[src/hdl/fwwp_pkg.sv]
`default_nettype none

package fwwp_pkg;

	localparam int unsigned WordW = 32;
	localparam int unsigned ByteW = 8;

	localparam logic [WordW-1:0] ALL_ONES       = '1;
	localparam logic [WordW-1:0] WORD_BYTES     = 32'd4;
	localparam logic [WordW-1:0] APP_BASE_RESET = 32'h0000_4000;
	localparam logic [WordW-1:0] FLASH_END_RESET = 32'h0004_0000;

	localparam logic OP_BEGIN = 1'b0;
	localparam logic OP_DATA  = 1'b1;

	localparam logic [1:0] KIND_REJECT = 2'd0;
	localparam logic [1:0] KIND_ACCEPT = 2'd1;
	localparam logic [1:0] KIND_PROG   = 2'd2;

	localparam logic REG_APP_BASE  = 1'b0;
	localparam logic REG_FLASH_END = 1'b1;

	typedef struct packed {
		logic             operation;
		logic [WordW-1:0] address;
		logic [WordW-1:0] length;
		logic [ByteW-1:0] data_byte;
	} item_t;

	typedef struct packed {
		logic [1:0]       kind;
		logic [WordW-1:0] word_address;
		logic [WordW-1:0] program_word;
		logic             last;
	} result_t;

	typedef struct packed {
		logic       wr_en;
		logic       index;
		logic [WordW-1:0] data;
	} cfg_wr_t;

endpackage : fwwp_pkg

`default_nettype wire

[src/hdl/fwwp_in_stage.sv]
`default_nettype none

module fwwp_in_stage (
	input  wire logic            clk,
	input  wire logic            arst_n,
	input  wire logic            item_valid,
	output logic                 item_ready,
	input  wire fwwp_pkg::item_t item,
	input  wire logic            advance,
	output logic                 valid_s1,
	output fwwp_pkg::item_t      item_s1
);
	import fwwp_pkg::*;

	assign item_ready = !valid_s1 || advance;

	always_ff @(posedge clk or negedge arst_n) begin
		if (!arst_n) begin
			valid_s1 <= 1'b0;
		end else if (item_ready) begin
			valid_s1 <= item_valid;
		end
	end

	always_ff @(posedge clk) begin
		if (item_valid && item_ready) begin
			item_s1 <= item;
		end
	end

endmodule : fwwp_in_stage

`default_nettype wire

[src/hdl/fwwp_core.sv]
`default_nettype none

module fwwp_core (
	input  wire logic              clk,
	input  wire logic              arst_n,
	input  wire fwwp_pkg::cfg_wr_t cfg,
	input  wire logic              valid_s1,
	input  wire fwwp_pkg::item_t   item_s1,
	input  wire logic              slot_free,
	output logic                   advance,
	output logic                   res_valid,
	output fwwp_pkg::result_t      res
);
	import fwwp_pkg::*;

	logic [WordW-1:0] app_base_q, flash_end_q;
	logic             active_q, active_nxt;
	logic [WordW-1:0] next_word_address_q, next_word_address_nxt;
	logic [WordW-1:0] bytes_left_q, bytes_left_nxt;
	logic [WordW-1:0] word_accumulator_q, word_accumulator_nxt;
	logic [1:0]       byte_lane_q, byte_lane_nxt;

	logic [WordW:0]   stop;
	logic             range_ok;
	logic [WordW-1:0] acc_upd;
	logic [WordW-1:0] left_dec;
	logic [1:0]       lane_inc;
	logic             done;

	always_ff @(posedge clk or negedge arst_n) begin
		if (!arst_n) begin
			app_base_q  <= APP_BASE_RESET;
			flash_end_q <= FLASH_END_RESET;
		end else if (cfg.wr_en) begin
			if (cfg.index == REG_APP_BASE) begin
				app_base_q <= cfg.data;
			end else begin
				flash_end_q <= cfg.data;
			end
		end
	end

	assign stop = {1'b0, item_s1.address} + {1'b0, item_s1.length};
	assign range_ok = (item_s1.length != '0)
		&& (item_s1.address >= app_base_q)
		&& (item_s1.address < flash_end_q)
		&& (item_s1.address[1:0] == 2'b00)
		&& !stop[WordW]
		&& (stop[WordW-1:0] <= flash_end_q);

	always_comb begin
		acc_upd = word_accumulator_q;
		unique case (byte_lane_q)
			2'd0: acc_upd[7:0]   = item_s1.data_byte;
			2'd1: acc_upd[15:8]  = item_s1.data_byte;
			2'd2: acc_upd[23:16] = item_s1.data_byte;
			2'd3: acc_upd[31:24] = item_s1.data_byte;
			default: acc_upd = word_accumulator_q;
		endcase
	end

	assign left_dec = bytes_left_q - 32'd1;
	assign lane_inc = byte_lane_q + 2'd1;
	assign done     = (left_dec == '0);

	always_comb begin
		active_nxt            = active_q;
		next_word_address_nxt = next_word_address_q;
		bytes_left_nxt        = bytes_left_q;
		word_accumulator_nxt  = word_accumulator_q;
		byte_lane_nxt         = byte_lane_q;
		res_valid             = 1'b0;
		res                   = '0;
		if (item_s1.operation == OP_BEGIN) begin
			active_nxt           = 1'b0;
			word_accumulator_nxt = ALL_ONES;
			byte_lane_nxt        = 2'd0;
			res_valid            = 1'b1;
			res.kind             = KIND_REJECT;
			if (range_ok) begin
				active_nxt            = 1'b1;
				next_word_address_nxt = item_s1.address;
				bytes_left_nxt        = item_s1.length;
				res.kind              = KIND_ACCEPT;
			end
		end else if (active_q) begin
			word_accumulator_nxt = acc_upd;
			bytes_left_nxt       = left_dec;
			byte_lane_nxt        = lane_inc;
			if (lane_inc == 2'd0 || done) begin
				res_valid             = 1'b1;
				res.kind              = KIND_PROG;
				res.word_address      = next_word_address_q;
				res.program_word      = acc_upd;
				res.last              = done;
				next_word_address_nxt = next_word_address_q + WORD_BYTES;
				word_accumulator_nxt  = ALL_ONES;
				byte_lane_nxt         = 2'd0;
				active_nxt            = !done;
			end
		end
	end

	// an item that yields nothing moves on even with the result slot full
	assign advance = valid_s1 && (slot_free || !res_valid);

	always_ff @(posedge clk or negedge arst_n) begin
		if (!arst_n) begin
			active_q            <= 1'b0;
			next_word_address_q <= '0;
			bytes_left_q        <= '0;
			word_accumulator_q  <= ALL_ONES;
			byte_lane_q         <= 2'd0;
		end else if (advance) begin
			active_q            <= active_nxt;
			next_word_address_q <= next_word_address_nxt;
			bytes_left_q        <= bytes_left_nxt;
			word_accumulator_q  <= word_accumulator_nxt;
			byte_lane_q         <= byte_lane_nxt;
		end
	end

`ifndef NO_ASSERTIONS
	a_idle_clean: assert property (@(posedge clk) disable iff (!arst_n)
		!active_q |-> (byte_lane_q == 2'd0 && word_accumulator_q == ALL_ONES))
		else $error("idle packer holds a partial word");
	a_active_left: assert property (@(posedge clk) disable iff (!arst_n)
		active_q |-> (bytes_left_q != '0))
		else $error("active write with no bytes left");
	a_active_align: assert property (@(posedge clk) disable iff (!arst_n)
		active_q |-> (next_word_address_q[1:0] == 2'b00))
		else $error("unaligned word address");
	a_prog_needs_active: assert property (@(posedge clk) disable iff (!arst_n)
		(advance && res_valid && res.kind == KIND_PROG) |=> (!active_q || $past(!res.last)))
		else $error("write still active after last program word");
`endif

endmodule : fwwp_core

`default_nettype wire

[src/hdl/fwwp_out_stage.sv]
`default_nettype none

module fwwp_out_stage (
	input  wire logic              clk,
	input  wire logic              arst_n,
	input  wire logic              load,
	input  wire fwwp_pkg::result_t res,
	output logic                   slot_free,
	output logic                   result_valid,
	input  wire logic              result_ready,
	output fwwp_pkg::result_t      result
);
	import fwwp_pkg::*;

	assign slot_free = !result_valid || result_ready;

	always_ff @(posedge clk or negedge arst_n) begin
		if (!arst_n) begin
			result_valid <= 1'b0;
		end else if (slot_free) begin
			result_valid <= load;
		end
	end

	always_ff @(posedge clk) begin
		if (load && slot_free) begin
			result <= res;
		end
	end

endmodule : fwwp_out_stage

`default_nettype wire

[src/hdl/flash_write_word_packer_unit.sv]
// A result beat leaves through two registers after its item beat is taken
// (input register, then result register).
// Throughput: one item per cycle unless the output is full; no-result items never wait.
// Reset (arst_n low, asynchronous): no write open, both stages empty,
// app_base = 0x4000 and flash_end = 0x40000.
`default_nettype none

module flash_write_word_packer_unit (
	input  wire logic                clk,
	input  wire logic                arst_n,
	input  wire logic                cfg_wr_en,
	input  wire logic                cfg_index,
	input  wire logic [31:0]         cfg_data,
	input  wire logic                item_valid,
	output logic                     item_ready,
	input  wire fwwp_pkg::item_t     item,
	output logic                     result_valid,
	input  wire logic                result_ready,
	output fwwp_pkg::result_t        result
);
	import fwwp_pkg::*;

	cfg_wr_t cfg;
	logic    valid_s1;
	item_t   item_s1;
	logic    advance;
	logic    res_valid;
	result_t res;
	logic    slot_free;

	assign cfg.wr_en = cfg_wr_en;
	assign cfg.index = cfg_index;
	assign cfg.data  = cfg_data;

	fwwp_in_stage u_in (
		.clk        (clk),
		.arst_n     (arst_n),
		.item_valid (item_valid),
		.item_ready (item_ready),
		.item       (item),
		.advance    (advance),
		.valid_s1   (valid_s1),
		.item_s1    (item_s1)
	);

	fwwp_core u_core (
		.clk       (clk),
		.arst_n    (arst_n),
		.cfg       (cfg),
		.valid_s1  (valid_s1),
		.item_s1   (item_s1),
		.slot_free (slot_free),
		.advance   (advance),
		.res_valid (res_valid),
		.res       (res)
	);

	fwwp_out_stage u_out (
		.clk          (clk),
		.arst_n       (arst_n),
		.load         (advance && res_valid),
		.res          (res),
		.slot_free    (slot_free),
		.result_valid (result_valid),
		.result_ready (result_ready),
		.result       (result)
	);

endmodule : flash_write_word_packer_unit

`default_nettype wire

[config.mk]
export PLATFORM = sky130hd
export DESIGN_NAME = flash_write_word_packer_unit
export DESIGN_NICKNAME = d
export VERILOG_FILES = /design/src/hdl/fwwp_pkg.sv /design/src/hdl/fwwp_in_stage.sv /design/src/hdl/fwwp_core.sv /design/src/hdl/fwwp_out_stage.sv /design/src/hdl/flash_write_word_packer_unit.sv
export SDC_FILE = /design/constraint.sdc
export NUM_CORES = 1
export LEC_CHECK = 0
export ABC_CLOCK_PERIOD_IN_PS = 5600
export BUFFER_PORTS_ARGS = -buffer_cell sky130_fd_sc_hd__buf_2
export CORE_UTILIZATION = 35
export CTS_BUF_LIST = sky130_fd_sc_hd__clkbuf_4
export DETAILED_ROUTE_END_ITERATION = 12
export GPL_TIMING_DRIVEN = 0
export HOLD_SLACK_MARGIN = 0.03
export PLACE_DENSITY = 0.63
export SLEW_MARGIN = 20
export SYNTH_ARGS = -nofsm -noshare
export SYNTH_HDL_FRONTEND = slang
export SYNTH_SLANG_ARGS = --single-unit
[constraint.sdc]
create_clock -name clk -period 5.6 [get_ports clk]
set_clock_uncertainty 0.2 [all_clocks]
set_input_delay 1.12 -clock clk [delete_from_list [all_inputs] [get_ports clk]]
set_output_delay 1.12 -clock clk [all_outputs]
set_load 0.02 [all_outputs]
Word-level counts from Yosys, hierarchy flattened --
Index checks and enable logic that the tools add are counted.
Word-level totals: bits in registers 305
Operators by class: add/subtract/negate cells 4, order comparisons 3, equality and inequality tests 5, multiplexer cells 28, bitwise gates (word level) 1, reductions and logical operators 30
Operators with widths (count):
- $mux W32 | 10
- $mux W67 | 2
- $add A32 B32 Y33 | 1
- $add A32 B3 Y32 const B | 1
- $ge A32 B32 Y1 | 1
- $le A32 B32 Y1 | 1
- $logic_not A32 Y1 | 1
- $lt A32 B32 Y1 | 1
- $mux W8 | 4
- $reduce_bool A32 Y1 | 1
- $sub A32 B1 Y32 const B | 1
- $logic_and A1 B1 Y1 | 9
- $mux W1 | 8
- $mux W2 | 4
- $logic_not A2 Y1 | 3
- $reduce_and A2 Y1 | 3
- $reduce_and A3 Y1 | 2
- $logic_not A1 Y1 | 5
- $eq A2 B2 Y1 const B | 2
- $logic_or A1 B1 Y1 | 4
- $ne A2 B1 Y1 const B | 2
- $reduce_and A4 Y1 | 1
- $add A2 B1 Y2 const B | 1
- $eq A2 B1 Y1 const B | 1
- other kinds (2) | 2

Depth between registers and ports, before layout --
Gate-level depths: netlist of the first run.
word-level depth 11, mapped depth 24

Hierarchy --
A second synthesis of the first run with hierarchy kept.
Unflattened totals: cell total of the unflattened synthesis 1613, area total of the unflattened synthesis 17097.6 um^2
By module, submodules not included:
- fwwp_core | instances 1, cells an instance 1464, area each 12779.8 um^2, seq. area each 4121.5 um^2
- fwwp_in_stage | instances 1, cells an instance 77, area each 2245.9 um^2, seq. area each 2217.1 um^2
- fwwp_out_stage | instances 1, cells an instance 71, area each 2065.7 um^2, seq. area each 2037.0 um^2
- flash_write_word_packer_unit | instances 1, cells an instance 1, area each 6.3 um^2, seq. area each 0.0 um^2

Least setup slack after synthesis of the first run --
Ideal clock, no wire load.
kind reg2reg, start register, netlist name u_in.item_s1[47], end register u_core.next_word_address_q[6], library setup time 126 ps, arrival time 5313 ps, path slack -40 ps, cell stages (with the launch flop) 22, path buffers 2, period minus slack after synthesis 5640 ps, cells stage by stage edfxtp_1 > ha_1 > clkbuf_1 > a2111o_1 > o21a_1 > o21ai_1 > o211ai_1 > a31oi_1 > o21bai_1 > a21boi_0 > xnor2_1 > ha_1 > nand4_1 > nor4_1 > a21oi_1 > a2111oi_0 > o211ai_1 > a311o_1 > nor3_1 > clkbuf_1 > o22ai_1 > a221o_2
On the way: word-level cells in the longest chain between the ends 8, elaborated cells on any way between the ends 12
Ends and longest elaborated chain:
- branches (longest 5 deep; another with $add A32 B32 Y33)
- $logic_and A1 B1 Y1 * | line fwwp_core.sv:49 | && (stop[WordW-1:0] <= flash_end_q);
- $reduce_bool A2 Y1 (no line) *
- $reduce_and A4 Y1 (no line) *
- end signal, assigned | line fwwp_core.sv:116 | next_word_address_q <= next_word_address_nxt;
- end, declared | line fwwp_core.sv:18 | logic [WordW-1:0] next_word_address_q, next_word_address_nxt;
Every way passes the cells marked *. A chain may end at the register's enable or synchronous reset.

Worst setup path in the final report of the first run --
start register, netlist name u_in.item_s1[47], end register u_core.next_word_address_q[8]
On the way: word-level cells in the longest chain between the ends 8, elaborated cells on any way between the ends 12
Ends and longest elaborated chain (line):
- branches (longest 5 deep; another with $add A32 B32 Y33)
- $logic_and A1 B1 Y1 * | fwwp_core.sv:49
- $reduce_bool A2 Y1 (no line) *
- $reduce_and A4 Y1 (no line) *
Marks and branches as above.

==> results of run 1 <==
critical path: cells and delay by family (launching register included):
family / cells / cell delay [ns]
XOR/XNOR: 1 / 0.11
flip-flops: 1 / 0.55
buffers and inverters: 6 / 0.79
adder cells (fa/ha/maj): 2 / 0.60
AND/OR/NAND/NOR: 4 / 1.00
AO/OA/AOI/OAI: 10 / 2.47
registers in the layout, indices dropped and copies added, names as in the netlist:
signal	count
u_core.word_accumulator_q	32
u_core.flash_end_q	32
u_in.valid_s1	1
u_out.result	67
u_core.byte_lane_q	2
u_core.active_q	1
u_in.item_s1	73
u_out.result_valid	1
u_core.app_base_q	32
u_core.bytes_left_q	32
u_core.next_word_address_q	32
repair_timing:
action,CTS,global route
endpoints found under the setup margin,67,66
hold buffers,1,0
gates cloned,2,6
endpoints found under the hold margin,38,0
resized for setup,60,109
buffers inserted,62,22
pin swaps,37,24
layer usage:
| layer | GRT usage, % | share of wire (%) |
|---|---|---|
| met5 | 0 | 0 |
| met4 | 10.6 | 3.9 |
| met3 | 4.82 | 7.0 |
| met2 | 34.7 | 46 |
| met1 | 29.1 | 43 |
cell type report:
| type | count | area (µm²) |
|---|---|---|
| clock inverter | 26 | 131 |
| timing repair buffer | 272 | 1840 |
| clock buffer | 142 | 1070 |
| antenna | 4 | 10.0 |
| buffer | 73 | 432 |
| multi-input combinational | 1161 | 8670 |
| sequential | 305 | 8380 |
| inverter | 130 | 490 |
| tap | 664 | 831 |
| fill | 4745 | 27000 |
how the worst min path moves through the flow:
stage               cells after the start                          from                      endpoint
floorplan                               2  u_core.word_accumulator_q[0]  u_core.word_accumulator_q[0]
global placement                        2  u_core.word_accumulator_q[7]  u_core.word_accumulator_q[7]
detailed placement                      2  u_core.word_accumulator_q[7]  u_core.word_accumulator_q[7]
CTS                                     1                      item[72]              u_in.item_s1[72]
global route                            1                      item[72]              u_in.item_s1[72]
finish                                  1                       item[7]               u_in.item_s1[7]
cell usage after synthesis, types with 10 or more instances:
library cell	n	area share [%]
o21ai_0	97	2.8
nand2b_1	24	0.87
nor2_1	89	1.9
a21o_1	27	1.2
clkbuf_1	55	1.2
nor4_1	30	1.1
a211oi_1	11	0.48
a32oi_1	25	1.3
nor2b_1	10	0.36
nand3_1	50	1.4
mux2i_1	41	2.4
edfxtp_1	140	24
inv_1	130	2.8
nand4_1	30	1.1
o22ai_1	22	0.80
a221o_1	18	1.0
xor2_1	10	0.51
a21oi_1	84	2.4
a31oi_1	35	1.3
dfstp_2	34	5.2
mux2_2	34	2.2
ha_1	134	9.7
and3_1	14	0.51
and2_1	36	1.3
nor3_1	36	1.0
or2_2	10	0.36
nand2_1	138	3.0
dfrtp_1	131	19
xnor2_1	22	1.1
metrics by stage:
| stage | setup TNS [ns] | power (µW) | cells | worst slack [ns] | util [%] |
|---|---|---|---|---|---|
| after floorplan | 0 | 4290 | 1673 | 0.0560 | - |
| after global placement | -208.82 | 4840 | 2516 | -1.54 | 39.0 |
| after detailed placement | -94.27 | 4910 | 2519 | -1.68 | 39.2 |
| after CTS | 0 | 7250 | 2750 | 0.00113 | 43.2 |
| after global routing | -15.81 | 7870 | 2777 | -0.355 | 44.7 |
| final | -8.55 | 7440 | 2777 | -0.255 | 44.7 |
power groups by stage:
stage	registers [µW]	logic, µW	clock network (µW)
2_1_floorplan	2970	1330	0
3_3_place_gp	3070	1770	0
3_5_place_dp	3070	1840	0
4_1_cts	3030	1960	2270
5_1_grt	3090	2410	2370
6_report	3050	2200	2200
cell families (layout without fill, tap and decap cells):
group           count (synthesis)  after routing  share of synthesized area [%]
fa+ha+maj                     135            135                           9.80
other cells                     0              4                              0
flops                         305            305                           48.4
simple gates                  515            515                           15.2
mux                            76             76                           4.65
xor+xnor                       32             32                           1.62
compound gates                403            403                           15.4
buf+inv                       207            643                           4.86
==> results.json, run 1 <==
{
  "ys_warn_count": 0,
  "rsz0062_at_grt": "yes",
  "critPathMaxFanout": 5,
  "pwr-share-clk_pct": 29.5,
  "grt_use_total_pct": 22.2,
  "routed_wl_um": 56800,
  "hold_path_class": "in2reg",
  "ys_seq_elements": 305,
  "die_height_um": 224,
  "hold_viol": 0,
  "timing.rr.start": "u_in.item_s1[47]",
  "synth-edff-count": 140,
  "initial_utilization_pct": 35.4,
  "final_area_um2": 21800,
  "final_nets": 2278,
  "first_global_vias": 15100,
  "wl_per_cell_um": 20.4,
  "io_pins": 180,
  "vias": 15100,
  "dr.pass1.iters": 5,
  "reg2reg_to": "u_core.next_word_address_q[8]",
  "slew_headroom_pct": 42.7,
  "die-area_um2": 50300,
  "powerDensity_nw_per_um2": 341,
  "clock_latency_ns": 0.88,
  "yosysUniqueCellTypes": 85,
  "async_reset_ff_share_pct": 54.1,
  "max_clock_freq_mhz": 171,
  "p_comb_share_pct": 29.5,
  "p_int_uw": 4790,
  "endpoint_kind": "register",
  "synth_area_um2": 17300,
  "yosysSeqAreaShare_pct": 48.4,
  "gr-total-overflow": 0,
  "rows": 81,
  "worstMarginPinSlew_ns": 0.860,
  "endpoint": "u_core.next_word_address_q[8]",
  "r2r_slack_ns": -0.26,
  "antenna_found_initial": 3,
  "drc": 0,
  "layout_common_cells": "buf_2 (180), clkbuf_4 (143), edfxtp_1 (140)",
  "switching_share_pct": 35.6,
  "syn-mean-instance-area_um2": 10.3,
  "cts_tree": "built",
  "drtAntennaViolNets": 0,
  "crit_chain": "ha_4 -> buf_4 -> buf_4 -> o211ai_1 -> nor3_2 -> o21a_1 -> buf_4 -> buf_4 -> a211o_1 -> a31oi_2 -> xnor2_1 -> ha_1 -> nand4_1 -> nor4_4 -> a21oi_1 -> a2111oi_1 -> o211ai_1 -> a311o_2 -> nor3_4 -> buf_4 -> buf_8 -> o22ai_2 -> a221o_2",
  "syn-num-nets": 1919,
  "dpl.hpwl_um": 40100,
  "numPortBuffers": 179,
  "required_ns": 6.10,
  "drive_gt1_share_pct": 30.1,
  "cts-root-buf": "clkbuf_4",
  "syn_inst": 1673,
  "synth-main-ff-cell": "edfxtp_1",
  "reg2reg_depth": 23,
  "setup_viol": 61,
  "clk_path_buf_depth": 3,
  "numCtsBuffers": 89,
  "via_per_inst": 5.44,
  "drv_cap": 0,
  "die_w_um": 224,
  "clock-sinks": 305,
  "grt_pass1_wl_um": 84900,
  "area.growth.synth_to_final_pct": 26.2,
  "worstSetupPathType": "reg2reg",
  "ir_drop_uv": 173,
  "fin_ws_ns": -0.255,
  "violations": "negative setup slack",
  "drt_iter0_drc": 1234,
  "gp_congestion": 0.941,
  "path_common_cell": "buf_4",
  "p_sw_uw": 2650,
  "slowest_delay_ns": 0.55,
  "holdWs_ns": 0.216,
  "cts_htree_levels": 3,
  "slew_violations": 0,
  "worstSetupStartpointType": "register",
  "arrival_ns": 6.35,
  "p_leak_uw": 0.00953,
  "placed_area_um2": 19100,
  "coreArea_um2": 48800,
  "fin_crit_sh_pct": 105,
  "startpoint": "u_in.item_s1[47]",
  "seqPwrFrac_pct": 40.9,
  "cp_slowest_cell": "edfxtp_1",
  "path_clk_slew_ns": 0.06,
  "final_common_cell": "buf_2",
  "grt_max_degree": 94,
  "fin_crit_ns": 5.86,
  "status": "finished with violations"
}
No activity file was read; power rests on OpenSTA's default activity.
==> run 2, diff against run 1 <==
Settings changed: SYNTH_HIERARCHICAL from default to 1.
==> run 2 against run 1 <==
Design area down 2.9%. The run still ends with negative setup slack left. Wire length decreased by 11%. First-iteration DRC count decreased by 8.9%. Synthesized area is 1.2% lower. Non-clock buffer count is 47 lower. Maximum frequency is 1.6% higher. Register-to-register slack better by 0.09 ns. Clock power down 3%. Largest cell class unchanged. Count of clock-buffer cells in the layout is 13 lower. Critical path type unchanged. Sequential share of layout area grew 1.2 points. Largest power group unchanged. Flip-flop and latch count unchanged.
==> results.json, run 2 <==
{
  "largest_register_ffs": 73,
  "gp_congestion": 0.943,
  "final_nets": 2188,
  "worstSetupPathType": "reg2reg",
  "endpoint_kind": "register",
  "drtAntennaViolNets": 0,
  "layout_common_cells": "buf_2 (179), edfxtp_1 (140), ha_1 (131)",
  "dr.pass1.iters": 5,
  "coreArea_um2": 47900,
  "required_ns": 6.07,
  "final_common_cell": "buf_2",
  "drc": 0,
  "grt_max_degree": 93,
  "gr-total-overflow": 0,
  "path_buf_inv": 5,
  "grt_pass1_wl_um": 76800,
  "cts-root-buf": "clkbuf_4",
  "area.growth.synth_to_final_pct": 24.0,
  "ys_seq_elements": 305,
  "worstMarginPinSlew_ns": 0.909,
  "synth-main-ff-cell": "edfxtp_1",
  "fin_crit_ns": 5.77,
  "critPathMaxFanout": 7,
  "async_reset_ff_share_pct": 54.1,
  "slew_headroom_pct": 39.4,
  "placed_area_um2": 18800,
  "drt_iter0_drc": 1124,
  "cp_slowest_cell": "a2111o_1",
  "drive_gt1_share_pct": 30.8,
  "setup_viol": 56,
  "ir_drop_uv": 226,
  "max_clock_freq_mhz": 173,
  "p_leak_uw": 0.00903,
  "syn_inst": 1613,
  "die_w_um": 223,
  "rsz0062_at_grt": "yes",
  "clock_latency_ns": 0.84,
  "holdWs_ns": 0.106,
  "die-area_um2": 49700,
  "hold_viol": 0,
  "arrival_ns": 6.24,
  "synth_top_area_cell": "edfxtp_1",
  "cpLargestDelayFamily": "compound AO/OA/AOI/OAI gates",
  "grt_use_total_pct": 20.0,
  "ys_warn_count": 6,
  "routed_wl_um": 50700,
  "numPortBuffers": 179,
  "reg.largest.list": "u_in/item_s1: 73 flops, u_out/result: 67 flops",
  "rows": 80,
  "fin_ws_ns": -0.166,
  "dpl.hpwl_um": 36300,
  "busiest_layer": "met2",
  "fin_crit_sh_pct": 103,
  "finalPower_uw": 6720,
  "vias": 14100,
  "io_pins": 180,
  "clock-sinks": 305,
  "first_global_vias": 13900,
  "cts_htree_levels": 3,
  "yosysSeqAreaShare_pct": 49.0,
  "slew_violations": 0,
  "yosysMostFrequentCell": "edfxtp_1",
  "timing.rr.start": "u_in/item_s1[40]",
  "syn-mean-instance-area_um2": 10.6,
  "grt_use_met1_pct": 26.3,
  "antenna_found_initial": 2,
  "yosysUniqueCellTypes": 79,
  "r2r_slack_ns": -0.17,
  "status": "finished with violations",
  "clk_path_buf_depth": 3,
  "wl_per_cell_um": 19.2,
  "use_met3_pct": 3.75,
  "powerDensity_nw_per_um2": 317,
  "reg2reg_depth": 26,
  "hold_buffers": 0,
  "reg2reg_to": "u_core/bytes_left_q[22]",
  "synth_area_um2": 17100,
  "slowest_delay_ns": 0.50,
  "numCtsBuffers": 88,
  "synth_area_leaders": "edfxtp_1 (25%), dfrtp_1 (19%), ha_1 (9.8%)",
  "worstSetupStartpointType": "register",
  "synth-edff-count": 140,
  "initial_utilization_pct": 35.7,
  "dpl_worst_slack_ns": -1.53,
  "path_clk_slew_ns": 0.07,
  "via_per_inst": 5.36,
  "hold_path_class": "in2async",
  "violations": "negative setup slack",
  "drv_cap": 0,
  "die_height_um": 223,
  "largest-register": "u_in/item_s1",
  "grt_util_met2_pct": 32.5,
  "cts_tree": "built",
  "final_area_um2": 21200,
  "synth.top_cell.area_share_pct": 24.6,
  "yosys-top-cells-count": "edfxtp_1 (140), ha_1 (134), dfrtp_1 (131), a21oi_1 (125), nand2_1 (124)",
  "syn-num-nets": 1859
}
## run 2: cell count changes after synthesis, moves of 19 or more
cell | before | now
a32oi_1 | 25 | 0
a21oi_1 | 84 | 125
clkbuf_1 | 55 | 33
o22ai_2 | 0 | 19
a31oi_1 | 35 | 8
o22a_1 | 1 | 24
inv_1 | 130 | 98
## run 2: power by group
part           leakage [µW]  internal, µW  switching [µW]
Clock              0.000699          1160             983
Combinational       0.00500           705             936
Sequential          0.00333          2630             310
## run 2: per-stage QoR
stage                     TNS, ns  utilization (%)  instances
after floorplan                 0                -       1613
after global placement     -82.46             39.1       2407
after detailed placement   -81.03             39.2       2408
after CTS                   -3.11             43.2       2608
after global routing       -18.82             44.2       2634
final                       -4.47             44.2       2634
## run 2: layer usage
layer / wire length, µm / vias to the layer above
li1: - / 6699
met1: 22400 / 6826
met2: 24000 / 504
met3: 3210 / 78
met4: 1080 / 2
met5: 12 / -
## run 2: worst reg2reg max path, cell delays in order, from the launching register on
cell and delay (ns):
edfxtp_1 0.48, ha_2 0.23, inv_2 0.05, fa_2 0.20, nor2b_2 0.05, o31a_1 0.29, o31ai_4 0.33, buf_4 0.17
a21oi_2 0.07, a211oi_2 0.29, o21bai_1 0.11, a21oi_2 0.17, xnor2_2 0.16, ha_1 0.29, o21ai_1 0.16, o21bai_1 0.12
o21ba_2 0.25, nand4b_1 0.14, a2111o_1 0.50, a21oi_4 0.17, buf_12 0.14, a31oi_4 0.11, nor4_4 0.35, buf_4 0.18
buf_8 0.13, a21oi_1 0.07, a311oi_1 0.23
## run 2: area by class of cell
| class | count | area (µm²) |
|---|---|---|
| flip-flops and latches | 305 | 8380 |
| inverters | 99 | 377 |
| diodes | 1 | 2.50 |
| clock buffers | 129 | 968 |
| multi-input cells | 1150 | 8620 |
| clock inverters | 37 | 204 |
| repair buffers | 240 | 1490 |
| fillers | 4502 | 26700 |
| plain buffers | 58 | 393 |
| well taps | 615 | 769 |
## run 2: worst max path at each step
| stage | from | endpoint | depth (start not counted) |
|---|---|---|---|
| 3_3_place_gp | u_in/item_s1[42] | u_core/bytes_left_q[18] | 23 |
| 3_5_place_dp | u_in/item_s1[42] | u_core/bytes_left_q[18] | 23 |
| 2_1_floorplan | u_in/item_s1[57] | u_core/bytes_left_q[10] | 23 |
| 5_1_grt | u_in/item_s1[40] | u_core/bytes_left_q[4] | 28 |
| 6_report | u_in/item_s1[40] | u_core/bytes_left_q[22] | 26 |
| 4_1_cts | u_in/item_s1[40] | u_core/bytes_left_q[27] | 26 |
## run 2: logic make-up (layout without fill, tap and decap cells)
family	count (synthesis)	after routing	synth area share (%)
xor gates and xnor gates	30	30	1.54
DFF	305	305	49.0
other	0	1	0
and+or+nand+nor	477	477	14.4
adders and majority gates	135	135	9.92
buffers and inverters	158	563	3.86
AOI/OAI and AO/OA	438	438	17.0
muxes	70	70	4.36
## run 2: timing repair
item                       in CTS  in global routing
hold endpoints to repair        0                  0
setup endpoints to repair      67                 66
gates resized for setup       126                 50
gates cloned                    1                  2
buffers inserted               34                 23
pin swaps                      30                 22
==> run 3, diff against run 2 <==
Settings changed: ABC_CLOCK_PERIOD_IN_PS 5600 to 6300, CORE_ASPECT_RATIO from default to 2, CORE_MARGIN from default to 3, PLACE_DENSITY 0.63 to 0.61.
Clock period 5.6 ns to 6.3 ns, I/O delays scaled along.
==> run 3 against run 2 <==
The run now ends clean. Non-clock buffer count fell by 18. Global-route usage up 1.4 points. First-iteration DRC count decreased by 34%. Sequential share of layout area increased by 1.3 points. Final cell count down 0.91%. Flip-flop and latch count is the same. Critical path depth down 3. Count of clock-buffer cells in the layout is 26 lower. Via count shrank 0.37%. Largest cell class is now sequential cells.
==> results.json, run 3 (same netlist as run 2, synthesis figures left out) <==
{
  "status": "finished, final reports clean",
  "required_ns": 6.74,
  "grt_pass1_wl_um": 84100,
  "reg2reg_to": "u_core/bytes_left_q[15]",
  "ir_drop_uv": 146,
  "setup_viol": 0,
  "max_clock_freq_mhz": 161,
  "area.growth.synth_to_final_pct": 20.1,
  "drt_iter0_drc": 747,
  "drv_cap": 0,
  "first_global_vias": 14800,
  "arrival_ns": 6.65,
  "layout_common_cells": "buf_2 (182), edfxtp_1 (140), ha_1 (131), dfrtp_1 (131), nand2_1 (123)",
  "drc": 0,
  "rows": 114,
  "largest_register_ffs": 73,
  "die-area_um2": 51700,
  "final_cells": 2610,
  "rsz0062_at_grt": "yes",
  "routed_wl_um": 55700,
  "drtAntennaViolNets": 0,
  "cp_slowest_cell": "a2111o_1",
  "final_common_cell": "buf_2",
  "critPathMaxFanout": 5,
  "utilization_pct": 42.5,
  "cts-root-buf": "clkbuf_4",
  "initial_utilization_pct": 35.4,
  "cpLargestDelayFamily": "compound AO/OA/AOI/OAI gates",
  "powerDensity_nw_per_um2": 284,
  "wl_per_cell_um": 21.3,
  "largest-register": "u_in/item_s1",
  "r2r_slack_ns": 0.09,
  "grt_use_total_pct": 21.4,
  "numCtsBuffers": 74,
  "worstMarginPinSlew_ns": 1.01,
  "p_leak_uw": 0.00865,
  "reg2reg_depth": 23,
  "fin_crit_sh_pct": 98.6,
  "slowest_delay_ns": 0.60,
  "clock_latency_ns": 0.80,
  "slew_headroom_pct": 32.6,
  "fin_ws_ns": 0.0895,
  "reg.largest.list": "u_in/item_s1: 73 flops, u_out/result: 67 flops",
  "dr.pass1.iters": 5,
  "die_w_um": 162,
  "hold_viol": 0,
  "grt_max_degree": 91,
  "dpl_worst_slack_ns": -1.27,
  "path_buf_inv": 2,
  "final_nets": 2156,
  "timing.rr.start": "u_in/item_s1[40]",
  "finalPower_uw": 5840,
  "worstSetupStartpointType": "register",
  "path_clk_slew_ns": 0.07,
  "dpl.hpwl_um": 42500,
  "path_common_cell": "a21oi_1",
  "endpoint_kind": "register",
  "hold_buffers": 0,
  "crit_chain": "ha_2 -> inv_2 -> fa_2 -> nor2b_2 -> o31a_1 -> o31ai_4 -> buf_4 -> a21oi_1 -> a211oi_2 -> o21bai_1 -> a21oi_1 -> xnor2_1 -> ha_1 -> o21ai_1 -> o21bai_2 -> o21ba_2 -> nand4b_1 -> a2111o_1 -> a21oi_4 -> a31oi_4 -> nor3_2 -> a21bo_2 -> a22o_1",
  "slew_violations": 0,
  "hold_path_class": "in2async",
  "timing.setup.tns_ns": 0,
  "die_height_um": 319,
  "numPortBuffers": 179,
  "cts_tree": "built",
  "fin_crit_ns": 6.21,
  "endpoint": "u_core/bytes_left_q[15]",
  "antenna_found_initial": 2,
  "coreArea_um2": 48400,
  "worstSetupPathType": "reg2reg",
  "fillers": 4734,
  "cp.depth": 23,
  "cts_htree_levels": 3,
  "placedCellCount": 2431,
  "gp_congestion": 0.977,
  "drive_gt1_share_pct": 27.7,
  "gr-total-overflow": 0,
  "startpoint": "u_in/item_s1[40]",
  "clock-sinks": 305,
  "clk_path_buf_depth": 3,
  "via_per_inst": 5.39,
  "vias": 14100,
  "io_pins": 180
}
==> run 3: cell count changes in the layout (fill, tap and decap cells not counted), moves of 7 or more <==
cell	delta
a21oi_1	+12
o21ai_2	-7
o22ai_4	-22
o21ai_1	-17
clkbuf_4	-23
buf_4	-7
o22ai_1	+7
buf_6	-10
o22ai_2	+15
o21ai_0	+24
a21oi_2	-11
==> run 3: worst register-to-register path: stages (launching register included) <==
cell and delay, ns:
edfxtp_1 0.44, ha_2 0.23, inv_2 0.06, fa_2 0.22, nor2b_2 0.05, o31a_1 0.32, o31ai_4 0.30, buf_4 0.19
a21oi_1 0.10, a211oi_2 0.30, o21bai_1 0.10, a21oi_1 0.21, xnor2_1 0.17, ha_1 0.27, o21ai_1 0.15, o21bai_2 0.13
o21ba_2 0.25, nand4b_1 0.23, a2111o_1 0.60, a21oi_4 0.29, a31oi_4 0.16, nor3_2 0.59, a21bo_2 0.29, a22o_1 0.22
==> run 3: final cells by class <==
cell class | count | area, µm² | share of cell area [%]
Tap cell | 638 | 798 | 3.89
Timing Repair Buffer | 223 | 1300 | 6.32
Buffer | 57 | 329 | 1.60
Multi-Input combinational cell | 1150 | 8310 | 40.5
Clock buffer | 103 | 773 | 3.77
Inverter | 99 | 377 | 1.83
Antenna cell | 2 | 5.00 | 0.0244
Clock inverter | 33 | 267 | 1.30
Sequential cell | 305 | 8380 | 40.8
==> run 3: worst min path at each step <==
stage                                   from                            end  slack [ns]  depth (start not counted)
5_1_grt                               arst_n  u_core/next_word_address_q[0]        0.22                          1
4_1_cts                               arst_n  u_core/next_word_address_q[0]        0.20                          1
6_report                              arst_n  u_core/next_word_address_q[0]        0.21                          1
3_5_place_dp   u_core/next_word_address_q[1]  u_core/next_word_address_q[1]        0.27                          1
3_3_place_gp   u_core/next_word_address_q[1]  u_core/next_word_address_q[1]        0.26                          1
2_1_floorplan  u_core/next_word_address_q[0]  u_core/next_word_address_q[0]        0.24                          1
==> run 3: metrics by stage <==
step / hold WS [ns] / cell area (µm²)
floorplan: 0.244 / 17100
global placement: 0.260 / 18800
detailed placement: 0.268 / 18800
CTS: 0.204 / 20200
global route: 0.224 / 20500
finish: 0.210 / 20500
==> run 3: metal layers <==
layer / GRT usage (%) / share of wire, % / vias up
li1: - / - / 6595
met1: 21.6 / 35 / 6742
met2: 38.9 / 53 / 529
met3: 3.48 / 4.9 / 191
met4: 15.5 / 7.4 / 0
met5: 0 / 0 / -
==> run 3: where the power goes <==
part	switching (µW)	total (µW)	leakage, µW	internal (µW)
Combinational	844	1430	0.00472	582
Clock	842	1810	0.000593	968
Sequential	270	2600	0.00333	2330
Total	1960	5840	0.00865	3880
==> run 3: repair_timing <==
item | in CTS | in global routing
gates cloned | 0 | 1
setup endpoints to repair | 67 | 65
setup buffers | 21 | 20
pin swaps | 8 | 21
resized for setup | 41 | 35
